===== src/design/etuc_pkg.sv =====
// Shared types and constants for the epoch-to-UTC calendar converter.
// No dependencies; imported by etuc_ctrl, etuc_dp and the top level.
package etuc_pkg;

  localparam int unsigned EPOCH_W = 32;
  localparam int unsigned DAYS_W  = 16;
  localparam int unsigned YEAR_W  = 12;
  localparam int unsigned REM_W   = 6;

  localparam logic [YEAR_W-1:0] EPOCH_YEAR     = 12'd1970;
  localparam logic [6:0]        EPOCH_MOD100   = 7'd70;
  localparam logic [8:0]        EPOCH_MOD400   = 9'd370;
  localparam logic [DAYS_W-1:0] DAYS_COMMON    = 16'd365;
  localparam logic [DAYS_W-1:0] DAYS_LEAP      = 16'd366;
  localparam logic [DAYS_W-1:0] EPOCH_WEEKDAY  = 16'd4;
  localparam logic [3:0]        MONTH_DEC      = 4'd11;
  localparam logic [3:0]        MONTH_FEB      = 4'd1;

  // constant divisors
  localparam logic [REM_W-1:0] DIV_60 = 6'd60;
  localparam logic [REM_W-1:0] DIV_24 = 6'd24;
  localparam logic [REM_W-1:0] DIV_7  = 6'd7;

  // reciprocals: quotient is (n * RECIP) >> SHIFT, exact over each dividend range
  localparam logic [EPOCH_W-1:0] RECIP_60 = 32'h8888_8889;  // any 32-bit n
  localparam logic [EPOCH_W-1:0] RECIP_24 = 32'hAAAA_AAAB;  // any 32-bit n
  localparam logic [EPOCH_W-1:0] RECIP_7  = 32'h0001_2493;  // n below 104857
  localparam int unsigned        SHIFT_60 = 37;
  localparam int unsigned        SHIFT_24 = 36;
  localparam int unsigned        SHIFT_7  = 19;

  typedef enum logic [2:0] {
    S_IDLE,
    S_SEC,
    S_MIN,
    S_HR,
    S_WD,
    S_YEAR,
    S_MONTH,
    S_DONE
  } state_t;

  typedef enum logic [1:0] {
    SEL_SEC,
    SEL_MIN,
    SEL_HR,
    SEL_WD
  } div_sel_t;

  typedef struct packed {
    logic     load;
    logic     div_step;
    div_sel_t div_sel;
    logic     year_step;
    logic     month_step;
    logic     publish;
  } cmd_t;

  typedef struct packed {
    logic div_last;
    logic year_fit;
    logic month_fit;
  } status_t;

  function automatic logic [DAYS_W-1:0] month_len(input logic [3:0] m, input logic leap);
    logic [DAYS_W-1:0] len;
    case (m)
      4'd0, 4'd2, 4'd4, 4'd6, 4'd7, 4'd9, 4'd11: len = 16'd31;
      4'd3, 4'd5, 4'd8, 4'd10:                  len = 16'd30;
      MONTH_FEB:                                len = leap ? 16'd29 : 16'd28;
      default:                                  len = 16'd31;
    endcase
    return len;
  endfunction

endpackage


===== src/design/etuc_ctrl.sv =====
// Sequencer for the calendar converter: steps the divider passes, the year
// and month searches, and owns the input and output handshakes. Uses etuc_pkg.
module etuc_ctrl (
  input  logic             clk,
  input  logic             rst,
  input  logic             in_valid,
  output logic             in_stall,
  output logic             out_valid,
  input  logic             out_stall,
  input  etuc_pkg::status_t status,
  output etuc_pkg::cmd_t    cmd
);
  import etuc_pkg::*;

  state_t state, state_next;
  logic   out_valid_next;
  logic   accept;
  logic   publish;

  assign accept  = in_valid && (state == S_IDLE);
  assign publish = (state == S_DONE) && (!out_valid || !out_stall);
  assign in_stall = (state != S_IDLE);

  always_comb begin
    state_next = state;
    case (state)
      S_IDLE:  if (accept) state_next = S_SEC;
      S_SEC:   if (status.div_last) state_next = S_MIN;
      S_MIN:   if (status.div_last) state_next = S_HR;
      S_HR:    if (status.div_last) state_next = S_WD;
      S_WD:    if (status.div_last) state_next = S_YEAR;
      S_YEAR:  if (status.year_fit) state_next = S_MONTH;
      S_MONTH: if (status.month_fit) state_next = S_DONE;
      S_DONE:  if (publish) state_next = S_IDLE;
      default: state_next = S_IDLE;
    endcase
  end

  always_comb begin
    cmd = '0;
    cmd.div_sel = SEL_SEC;
    case (state)
      S_IDLE:  cmd.load = accept;
      S_SEC: begin
        cmd.div_step = 1'b1;
        cmd.div_sel  = SEL_SEC;
      end
      S_MIN: begin
        cmd.div_step = 1'b1;
        cmd.div_sel  = SEL_MIN;
      end
      S_HR: begin
        cmd.div_step = 1'b1;
        cmd.div_sel  = SEL_HR;
      end
      S_WD: begin
        cmd.div_step = 1'b1;
        cmd.div_sel  = SEL_WD;
      end
      S_YEAR:  cmd.year_step  = 1'b1;
      S_MONTH: cmd.month_step = 1'b1;
      S_DONE:  cmd.publish    = publish;
      default: cmd = '0;
    endcase
  end

  always_comb begin
    out_valid_next = out_valid;
    if (publish) begin
      out_valid_next = 1'b1;
    end else if (!out_stall) begin
      out_valid_next = 1'b0;
    end
  end

  always_ff @(posedge clk) begin
    if (rst) begin
      state     <= S_IDLE;
      out_valid <= 1'b0;
    end else begin
      state     <= state_next;
      out_valid <= out_valid_next;
    end
  end

  a_publish_sets_valid: assert property (@(posedge clk) disable iff (rst)
    publish |=> out_valid)
    else $error("result not presented after publish");

  a_held_result_kept: assert property (@(posedge clk) disable iff (rst)
    (out_valid && out_stall && !publish) |=> out_valid)
    else $error("stalled result dropped");

  a_done_waits: assert property (@(posedge clk) disable iff (rst)
    (state == S_DONE && out_valid && out_stall) |=> (state == S_DONE))
    else $error("left done state while output slot busy");

endmodule


===== src/design/etuc_dp.sv =====
// Datapath of the calendar converter: reciprocal constant divider, year and
// month subtract loops, result registers. Uses etuc_pkg; driven by etuc_ctrl.
module etuc_dp (
  input  logic                              clk,
  input  logic                              rst,
  input  etuc_pkg::cmd_t                    cmd,
  output etuc_pkg::status_t                 status,
  input  logic [etuc_pkg::EPOCH_W-1:0]      epoch_seconds,
  output logic [etuc_pkg::YEAR_W-1:0]       year,
  output logic [3:0]                        month,
  output logic [4:0]                        day_of_month,
  output logic [4:0]                        hour,
  output logic [5:0]                        minute,
  output logic [5:0]                        second,
  output logic [2:0]                        weekday
);
  import etuc_pkg::*;

  // divider: quotient step, then remainder step
  logic [EPOCH_W-1:0]   n;
  logic [EPOCH_W-1:0]   q;
  logic                 phase;
  logic [REM_W-1:0]     divisor;
  logic [EPOCH_W-1:0]   recip;
  logic [2*EPOCH_W-1:0] prod;
  logic [EPOCH_W-1:0]   q_calc;
  logic [2*REM_W-1:0]   qd;
  logic [REM_W-1:0]     r_calc;

  // calendar search
  logic [DAYS_W-1:0]  day_cnt;
  logic [YEAR_W-1:0]  y;
  logic [6:0]         ymod100;
  logic [8:0]         ymod400;
  logic [3:0]         m;
  logic               leap;
  logic [DAYS_W-1:0]  ylen;
  logic [DAYS_W-1:0]  mlen;

  // partial results
  logic [5:0] sec_w;
  logic [5:0] min_w;
  logic [4:0] hr_w;
  logic [2:0] wd_w;

  always_comb begin
    case (cmd.div_sel)
      SEL_SEC: begin
        divisor = DIV_60;
        recip   = RECIP_60;
      end
      SEL_MIN: begin
        divisor = DIV_60;
        recip   = RECIP_60;
      end
      SEL_HR: begin
        divisor = DIV_24;
        recip   = RECIP_24;
      end
      SEL_WD: begin
        divisor = DIV_7;
        recip   = RECIP_7;
      end
      default: begin
        divisor = DIV_60;
        recip   = RECIP_60;
      end
    endcase
  end

  assign prod = {{EPOCH_W{1'b0}}, n} * {{EPOCH_W{1'b0}}, recip};

  always_comb begin
    case (cmd.div_sel)
      SEL_SEC: q_calc = EPOCH_W'(prod >> SHIFT_60);
      SEL_MIN: q_calc = EPOCH_W'(prod >> SHIFT_60);
      SEL_HR:  q_calc = EPOCH_W'(prod >> SHIFT_24);
      SEL_WD:  q_calc = EPOCH_W'(prod >> SHIFT_7);
      default: q_calc = EPOCH_W'(prod >> SHIFT_60);
    endcase
  end

  // remainder is below 64, so the low bits suffice
  assign qd     = {{REM_W{1'b0}}, q[REM_W-1:0]} * {{REM_W{1'b0}}, divisor};
  assign r_calc = n[REM_W-1:0] - qd[REM_W-1:0];

  assign leap = ((y[1:0] == 2'b00) && (ymod100 != 7'd0)) || (ymod400 == 9'd0);
  assign ylen = leap ? DAYS_LEAP : DAYS_COMMON;
  assign mlen = month_len(m, leap);

  assign status.div_last  = phase;
  assign status.year_fit  = (day_cnt < ylen);
  assign status.month_fit = (m == MONTH_DEC) || (day_cnt < mlen);

  always_ff @(posedge clk) begin
    if (cmd.load) begin
      n       <= epoch_seconds;
      phase   <= 1'b0;
      y       <= EPOCH_YEAR;
      ymod100 <= EPOCH_MOD100;
      ymod400 <= EPOCH_MOD400;
      m       <= '0;
    end else if (cmd.div_step) begin
      if (!phase) begin
        q     <= q_calc;
        phase <= 1'b1;
      end else begin
        phase <= 1'b0;
        case (cmd.div_sel)
          SEL_SEC: begin
            sec_w <= r_calc;
            n     <= q;
          end
          SEL_MIN: begin
            min_w <= r_calc;
            n     <= q;
          end
          SEL_HR: begin
            hr_w    <= r_calc[4:0];
            day_cnt <= q[DAYS_W-1:0];
            n       <= {{(EPOCH_W-DAYS_W){1'b0}}, q[DAYS_W-1:0] + EPOCH_WEEKDAY};
          end
          SEL_WD: begin
            wd_w <= r_calc[2:0];
          end
          default: begin
            n <= q;
          end
        endcase
      end
    end else if (cmd.year_step) begin
      if (!status.year_fit) begin
        day_cnt <= day_cnt - ylen;
        y       <= y + 1'b1;
        ymod100 <= (ymod100 == 7'd99)  ? 7'd0 : ymod100 + 1'b1;
        ymod400 <= (ymod400 == 9'd399) ? 9'd0 : ymod400 + 1'b1;
      end
    end else if (cmd.month_step) begin
      if (!status.month_fit) begin
        day_cnt <= day_cnt - mlen;
        m       <= m + 1'b1;
      end
    end
  end

  always_ff @(posedge clk) begin
    if (cmd.publish) begin
      year         <= y;
      month        <= m;
      day_of_month <= day_cnt[4:0] + 5'd1;
      hour         <= hr_w;
      minute       <= min_w;
      second       <= sec_w;
      weekday      <= wd_w;
    end
  end

  a_remainder_bound: assert property (@(posedge clk) disable iff (rst)
    (cmd.div_step && phase) |-> (r_calc < divisor))
    else $error("divider remainder out of range");

  a_year_advance: assert property (@(posedge clk) disable iff (rst)
    (cmd.year_step && !status.year_fit) |=> (y == $past(y) + 1'b1))
    else $error("year counter did not advance");

  a_month_bound: assert property (@(posedge clk) disable iff (rst)
    cmd.month_step |-> (m <= MONTH_DEC))
    else $error("month search ran past December");

  a_result_fields: assert property (@(posedge clk) disable iff (rst)
    cmd.publish |=> (day_of_month != 5'd0 && weekday != 3'd7 && hour < 5'd24))
    else $error("calendar field out of range");

endmodule


===== src/design/epoch_to_utc_calendar_top.sv =====
// Converts a 32-bit count of seconds since 1970-01-01 00:00:00 UTC into the
// UTC year, month (0 = January), day of month, hour, minute, second and
// weekday (0 = Sunday). One item is worked on at a time: after acceptance
// it does the divisions by 60, 60 and 24 and the weekday modulo 7 (a
// reciprocal multiply, then a remainder step, for each), one step per year
// from 1970 up to and including the result year, one per month up to and
// including the result month, and then loads the output register. A
// finished result sits in an output register, so the next item is taken
// while it still waits to be read; a new result is held back only while the
// previous one is still unread.
// Depends on etuc_pkg, etuc_ctrl, etuc_dp.
module epoch_to_utc_calendar_top (
  input  logic                         clk,
  input  logic                         rst,
  input  logic                         in_valid,
  output logic                         in_stall,
  input  logic [etuc_pkg::EPOCH_W-1:0] epoch_seconds,
  output logic                         out_valid,
  input  logic                         out_stall,
  output logic [etuc_pkg::YEAR_W-1:0]  year,
  output logic [3:0]                   month,
  output logic [4:0]                   day_of_month,
  output logic [4:0]                   hour,
  output logic [5:0]                   minute,
  output logic [5:0]                   second,
  output logic [2:0]                   weekday
);
  import etuc_pkg::*;

  cmd_t    cmd;
  status_t status;

  etuc_ctrl u_ctrl (
    .clk       (clk),
    .rst       (rst),
    .in_valid  (in_valid),
    .in_stall  (in_stall),
    .out_valid (out_valid),
    .out_stall (out_stall),
    .status    (status),
    .cmd       (cmd)
  );

  etuc_dp u_dp (
    .clk           (clk),
    .rst           (rst),
    .cmd           (cmd),
    .status        (status),
    .epoch_seconds (epoch_seconds),
    .year          (year),
    .month         (month),
    .day_of_month  (day_of_month),
    .hour          (hour),
    .minute        (minute),
    .second        (second),
    .weekday       (weekday)
  );

endmodule


===== config.mk =====
export PLATFORM = sky130hd
export DESIGN_NAME = epoch_to_utc_calendar_top
export DESIGN_NICKNAME = d
export VERILOG_FILES = /design/src/design/etuc_pkg.sv /design/src/design/etuc_ctrl.sv /design/src/design/etuc_dp.sv /design/src/design/epoch_to_utc_calendar_top.sv
export SDC_FILE = /design/constraint.sdc
export NUM_CORES = 2
export LEC_CHECK = 0
export ABC_AREA = 1
export BUFFER_PORTS_ARGS = -buffer_cell sky130_fd_sc_hd__buf_2
export CAP_MARGIN = 10
export CORE_MARGIN = 1.5
export CORE_UTILIZATION = 40
export CTS_CLUSTER_DIAMETER = 50
export DETAILED_ROUTE_END_ITERATION = 10
export GPL_TIMING_DRIVEN = 0
export HOLD_SLACK_MARGIN = 0.05
export PLACE_DENSITY = 0.65
export SKIP_CTS_REPAIR_TIMING = 1
export SYNTH_ARGS = -nofsm -noshare
export SYNTH_HDL_FRONTEND = slang
export SYNTH_SLANG_ARGS = --single-unit

===== constraint.sdc =====
create_clock -name clk -period 8 [get_ports clk]
set_input_delay 0.8 -clock clk [delete_from_list [all_inputs] [get_ports clk]]
set_output_delay 0.8 -clock clk [all_outputs]
set_load 0.005 [all_outputs]

**After elaboration in Yosys (flattened, before gate mapping)**

Cells that the tools add are included.

- Shift-type cells: 0
- Multipliers: 2
- Eq/ne operators: 31
- Div/mod/pow operators: 0
- Bitwise operators: 6
- Magnitude comparators: 2
- Multiplexer cells: 36
- Add/sub/neg operators: 9
- Reduce and logical (&&, ||, !) cells: 30

Operator list:

| kind | count |
|---|---|
| 32-bit case mux with 3 select lines | 2 |
| 16-bit 2-to-1 mux | 7 |
| 32-bit 2-to-1 mux | 3 |
| 32-bit by 32-bit multiplier with 64-bit output | 1 |
| 32-bit case mux with 2 select lines | 1 |
| 16-bit less-than comparator | 2 |
| 16-bit case mux with 2 select lines | 1 |
| 16-bit subtractor | 2 |
| 3-bit 2-to-1 mux | 8 |
| 3-bit case mux with 8 select lines | 1 |
| 4-bit AND reduction | 5 |
| 2-bit by 1-bit inequality test with 1-bit output, second input constant | 9 |
| 6-bit case mux with 3 select lines | 1 |
| 16-bit by 3-bit adder with 16-bit output, second input constant | 1 |
| 12-bit by 1-bit adder with 12-bit output, second input constant | 1 |
| 3-bit equality test, second input constant | 4 |
| 4-bit equality test, second input constant | 3 |
| 3-bit case mux with 4 select lines | 1 |
| 9-bit by 1-bit adder with 9-bit output, second input constant | 1 |
| 9-bit equality test, second input constant | 1 |
| 9-bit zero test | 1 |
| 9-bit 2-to-1 mux | 1 |
| 3-bit AND reduction | 3 |
| 3-bit nonzero test | 3 |
| 30 further kinds | 53 |

- Bits in writable memories: 0
- Register bits: 178
- Memories: 0
- Bits in read-only memories: 0
- Logic and storage cells: 137
- Latch bits: 0

**Depth between registers and ports, before layout**

- Word-level depth: 11
- Mapped depth: 43
- Gate-level depth less buffers: 42

**By module**

From an unflattened synthesis, not the netlist that was laid out.

- Cell total of the unflattened synthesis: 4102
- Area, all modules: 33524.7 um2

Modules (own cells, without submodules):

| module | area an instance (um2) | times used | cells an instance |
|---|---|---|---|
| etuc_dp | 33125.5 | 1 | 4036 |
| etuc_ctrl | 399.1 | 1 | 66 |

**Worst setup path after synthesis**

Ideal clock, no wire load.

- Path type: reg-to-reg
- Start point: register u_ctrl.state[0]
- End point: register u_dp.q[0], data pin
- Cell stages (with the launch flop): 31
- Arrival time: 7091 ps
- Period minus slack after synthesis: 7353 ps
- Setup time: 262 ps
- Slack: 647 ps
- Cells stage by stage: dfxtp_1 -> inv_1 -> ha_1 -> inv_1 -> nand2_1 -> nand2_4 -> buf_1 -> clkbuf_1 -> buf_1 -> nor2_1 -> ha_1 -> fa_1 -> inv_1 -> fa_1 -> fa_1 -> inv_1 -> fa_1 -> fa_1 -> fa_1 -> inv_1 -> fa_1 -> inv_1 -> ha_1 -> nand2_1 -> inv_1 -> a21oi_1 -> nand3_1 -> nand3b_1 -> or2_2 -> nand3_1 -> nand3_1

- Cells in the longest elaborated chain, start to end: 7
- Elaborated cells on any way between the ends: 13

Ends and longest elaborated chain:

| what | RTL line | RTL |
|---|---|---|
| start, declared | etuc_ctrl.sv:15 | `state_t state, state_next;` |
| start signal, assigned | etuc_ctrl.sv:81 | `state <= state_next;` |
| 3-bit equality test (tied with other cells) | etuc_ctrl.sv:42 | `case (state)` |
| 3-bit case mux with 4 select lines * | etuc_ctrl.sv:42 |  |
| 2-bit by 1-bit equality test with 1-bit output or 2-bit zero test (tied branches) | etuc_dp.sv:47, etuc_dp.sv:74 |  |
| 2-bit OR reduction (no line) | -- |  |
| 32-bit case mux with 3 select lines | etuc_dp.sv:47 | `case (cmd.div_sel)` |
| 32-bit by 32-bit multiplier with 64-bit output | etuc_dp.sv:71 | `assign prod = {{EPOCH_W{1'b0}}, n} * {{EPOCH_W{1'b0}}, recip};` |
| 32-bit case mux with 3 select lines * | etuc_dp.sv:74 | `case (cmd.div_sel)` |
| named net u_dp.q_calc[0] | etuc_dp.sv:26 | `logic [EPOCH_W-1:0] q_calc;` |
| end signal, assigned | etuc_dp.sv:105 | `q <= q_calc;` |
| end, declared | etuc_dp.sv:21 | `logic [EPOCH_W-1:0] q;` |

Mark *: on every way through the listed nets, which the timed path passes. The rest lies on a longest branch. The select of a mux whose other input is x is not followed.
A chain may end at the register's enable or synchronous reset.

**Worst setup path in the final report**

- Start point: register u_ctrl.state[0]
- End point: register u_dp.q[17], data pin

Same word-level chain as after synthesis.

==> impl_metrics.toml <==
[die]
ios = 79
die-width_um = 289
dieArea_um2 = 83600
row_count = 104
die_h_um = 289
start_util_pct = 40.5
fp.coreArea_um2 = 80800

[placed_design]
hpwlAfterDp_um = 99300
placement.setup.worst_slack_ps = -2270
io_buffer_count = 78
gp_congestion = 1.02

[grt]
antenna_found_initial = 2
grt_overflow = 0
track_usage_pct = 27.4
grt_max_degree = 31
grt_pass1_wl_um = 166000
grt_pass1_vias = 26200

[synthesis]
synth_seq_cells = 178
synthesis.area_um2 = 32700
synth-edff-count = 141
synth_ff_type = "edfxtp_1"
ys_types = 52
netlist_instances = 3990
syn_avg_cell_area_um2 = 8.21
ys_seq_area_share_pct = 15.2
async_flop_share_pct = 0
synth_warnings = 0

[clock_network]
clk_latency_ps = 460
cts.sinks = 178
clockRootBuffer = "clkbuf_16"
cts.htree.levels = 4
cts-buffers-inserted = 17
cts_tree = "done"
path_clk_slew_ps = 90
clock_path_buffers = 2

[sta]
relSlewSlack_pct = 31.2
fmax_mhz = 127
fin_crit_ps = 7880
setup_viol = 0
fin_skew_ps = 26.9
worst_pin_slew_ps = 1020
finalSetupTns_ps = 0
timing.final.ws_setup_ps = 118
hold_viol = 0
maxSlewViolCount = 0
period_share_pct = 98.5
hold_ws_ps = 413
rsz0062_at_grt = "true"

[setup_path]
crit_required_ps = 8170
worst-path-stages = 32
worstPathMaxFanout = 7
critPathLaunchType = "flop"
rr_worst_depth = 32
crit_slowest_cell = "fa_1"
critical_path_class = "flop to flop"
slowest_delay_ps = 590
crit_family = "adder cells"
cp-end-kind = "flop"
path_common_cell = "fa_1"
arrival_ps = 8050
crit_buf_inv = 10

[routing]
avgViaCountPerCell = 5.11
remaining_drc_errors = 0
wire_per_inst_um = 21.9
final_antenna_net_count = 0
wl_um = 116000
drt_first_pass_iters = 8
num_vias = 27100
drt-initial-drc-count = 2211

[final_layout]
syn2layout_area_growth_pct = 16.9
n_fill_cell = 7876
finalNetCount = 5197
drive_gt1_share_pct = 15.3
fin_util_pct = 47.4

[hold_path]
hp-class = "flop to flop"
whs_path_depth = 0

[run_status]
outcome = "complete, no violations"

[run]
drv_cap = 0
## registers in the layout, indices dropped and copies added, names as in the netlist, 3 cells and up
register,count
u_dp.min_w,6
u_dp.n,32
u_dp.day_cnt,16
u_dp.month,4
u_dp.m,4
u_dp.wd_w,3
u_dp.hour,5
u_dp.minute,6
u_ctrl.state,3
u_dp.day_of_month,5
u_dp.ymod100,7
u_dp.sec_w,6
u_dp.second,6
u_dp.hr_w,5
u_dp.ymod400,9
u_dp.y,12
u_dp.weekday,3
u_dp.q,32
u_dp.year,12
## synth_stat cells (all sizes together), types with 3 or more instances
| master | instances | area [um2] |
|---|---|---|
| a21oi | 122 | 611 |
| a31o | 4 | 35.0 |
| and2 | 3 | 18.8 |
| buf | 24 | 148 |
| clkbuf | 22 | 82.6 |
| clkinv | 8 | 33.8 |
| dfxtp | 37 | 741 |
| edfxtp | 141 | 4230 |
| fa | 490 | 9810 |
| ha | 437 | 5470 |
| inv | 1035 | 3900 |
| nand2 | 760 | 2890 |
| nand3 | 166 | 848 |
| nand3b | 18 | 139 |
| nand4 | 15 | 93.8 |
| nor2 | 363 | 1490 |
| nor3 | 32 | 160 |
| nor3b | 5 | 37.5 |
| nor4 | 12 | 75.1 |
| o211ai | 6 | 45.0 |
| o21ai | 159 | 807 |
| o21bai | 28 | 210 |
| o22ai | 5 | 31.3 |
| or2 | 3 | 18.8 |
| xnor2 | 19 | 174 |
| xor2 | 63 | 552 |
## logic make-up (layout without fill, tap and decap cells)
family          Yosys count  after routing  share of synthesized area [%]
fa+ha+maj               927            927                           46.7
other cells               2             45                         0.0229
xor+xnor                 82             82                           2.22
compound gates          335            335                           5.57
buf+inv                1089           1304                           12.7
flops                   178            178                           15.2
simple gates           1377           1378                           17.6
## placed cells by master (no fill, tap or decap), drive strengths merged, types with 3 or more instances in the layout
cell type	synthesis	routed
nor3	32	32
a21oi	122	122
dfxtp	37	37
nand4	15	15
clkinv	8	12
and2	3	3
edfxtp	141	141
o21ai	159	159
nor4	12	12
or2	3	3
nand3	166	166
o21bai	28	28
nor3b	5	5
a31o	4	4
nor2	363	363
buf	24	203
fa	490	490
nand3b	18	18
ha	437	437
o211ai	6	6
o22ai	5	5
conb	2	43
xor2	63	63
inv	1035	1042
clkbuf	22	43
xnor2	19	19
nand2	760	761
## metrics by stage
step	cells	area, um2
floorplan	4031	32900
global placement	5169	34600
detailed placement	5174	34800
CTS	5206	35400
global route	5307	38300
finish	5309	38300
## final timing paths
kind / start / to / slack, ps
worst min-delay path: u_dp.hr_w[3] / u_dp.hour[3] / 410
worst max register to register: u_ctrl.state[0] / u_dp.q[17] / 120
worst min register to register: u_dp.hr_w[3] / u_dp.hour[3] / 410
worst max-delay path: u_ctrl.state[0] / u_dp.q[17] / 120
## layer usage
layer  global-route usage, %  share of wire [%]  up-vias
met3                    3.31                7.0      252
met4                    11.5                5.9        0
met2                    45.0                 46     1036
li1                        -                  -    12700
met1                    36.5                 41    13200
met5                       0                  0        -
## layout make-up
class / instances / area, um2 / area share [%]
Tap cell: 1060 / 1330 / 3.47
Clock buffer: 17 / 425 / 1.11
Inverter: 1043 / 3960 / 10.3
Timing Repair Buffer: 183 / 1420 / 3.72
Antenna cell: 2 / 5.00 / 0.0131
Clock inverter: 15 / 205 / 0.536
Sequential cell: 178 / 4980 / 13.0
Multi-Input combinational cell: 2765 / 25500 / 66.6
Buffer: 46 / 467 / 1.22
Power is not shown: default switching activity piles up to over one toggle a cycle in this logic, so the estimate is an artifact.
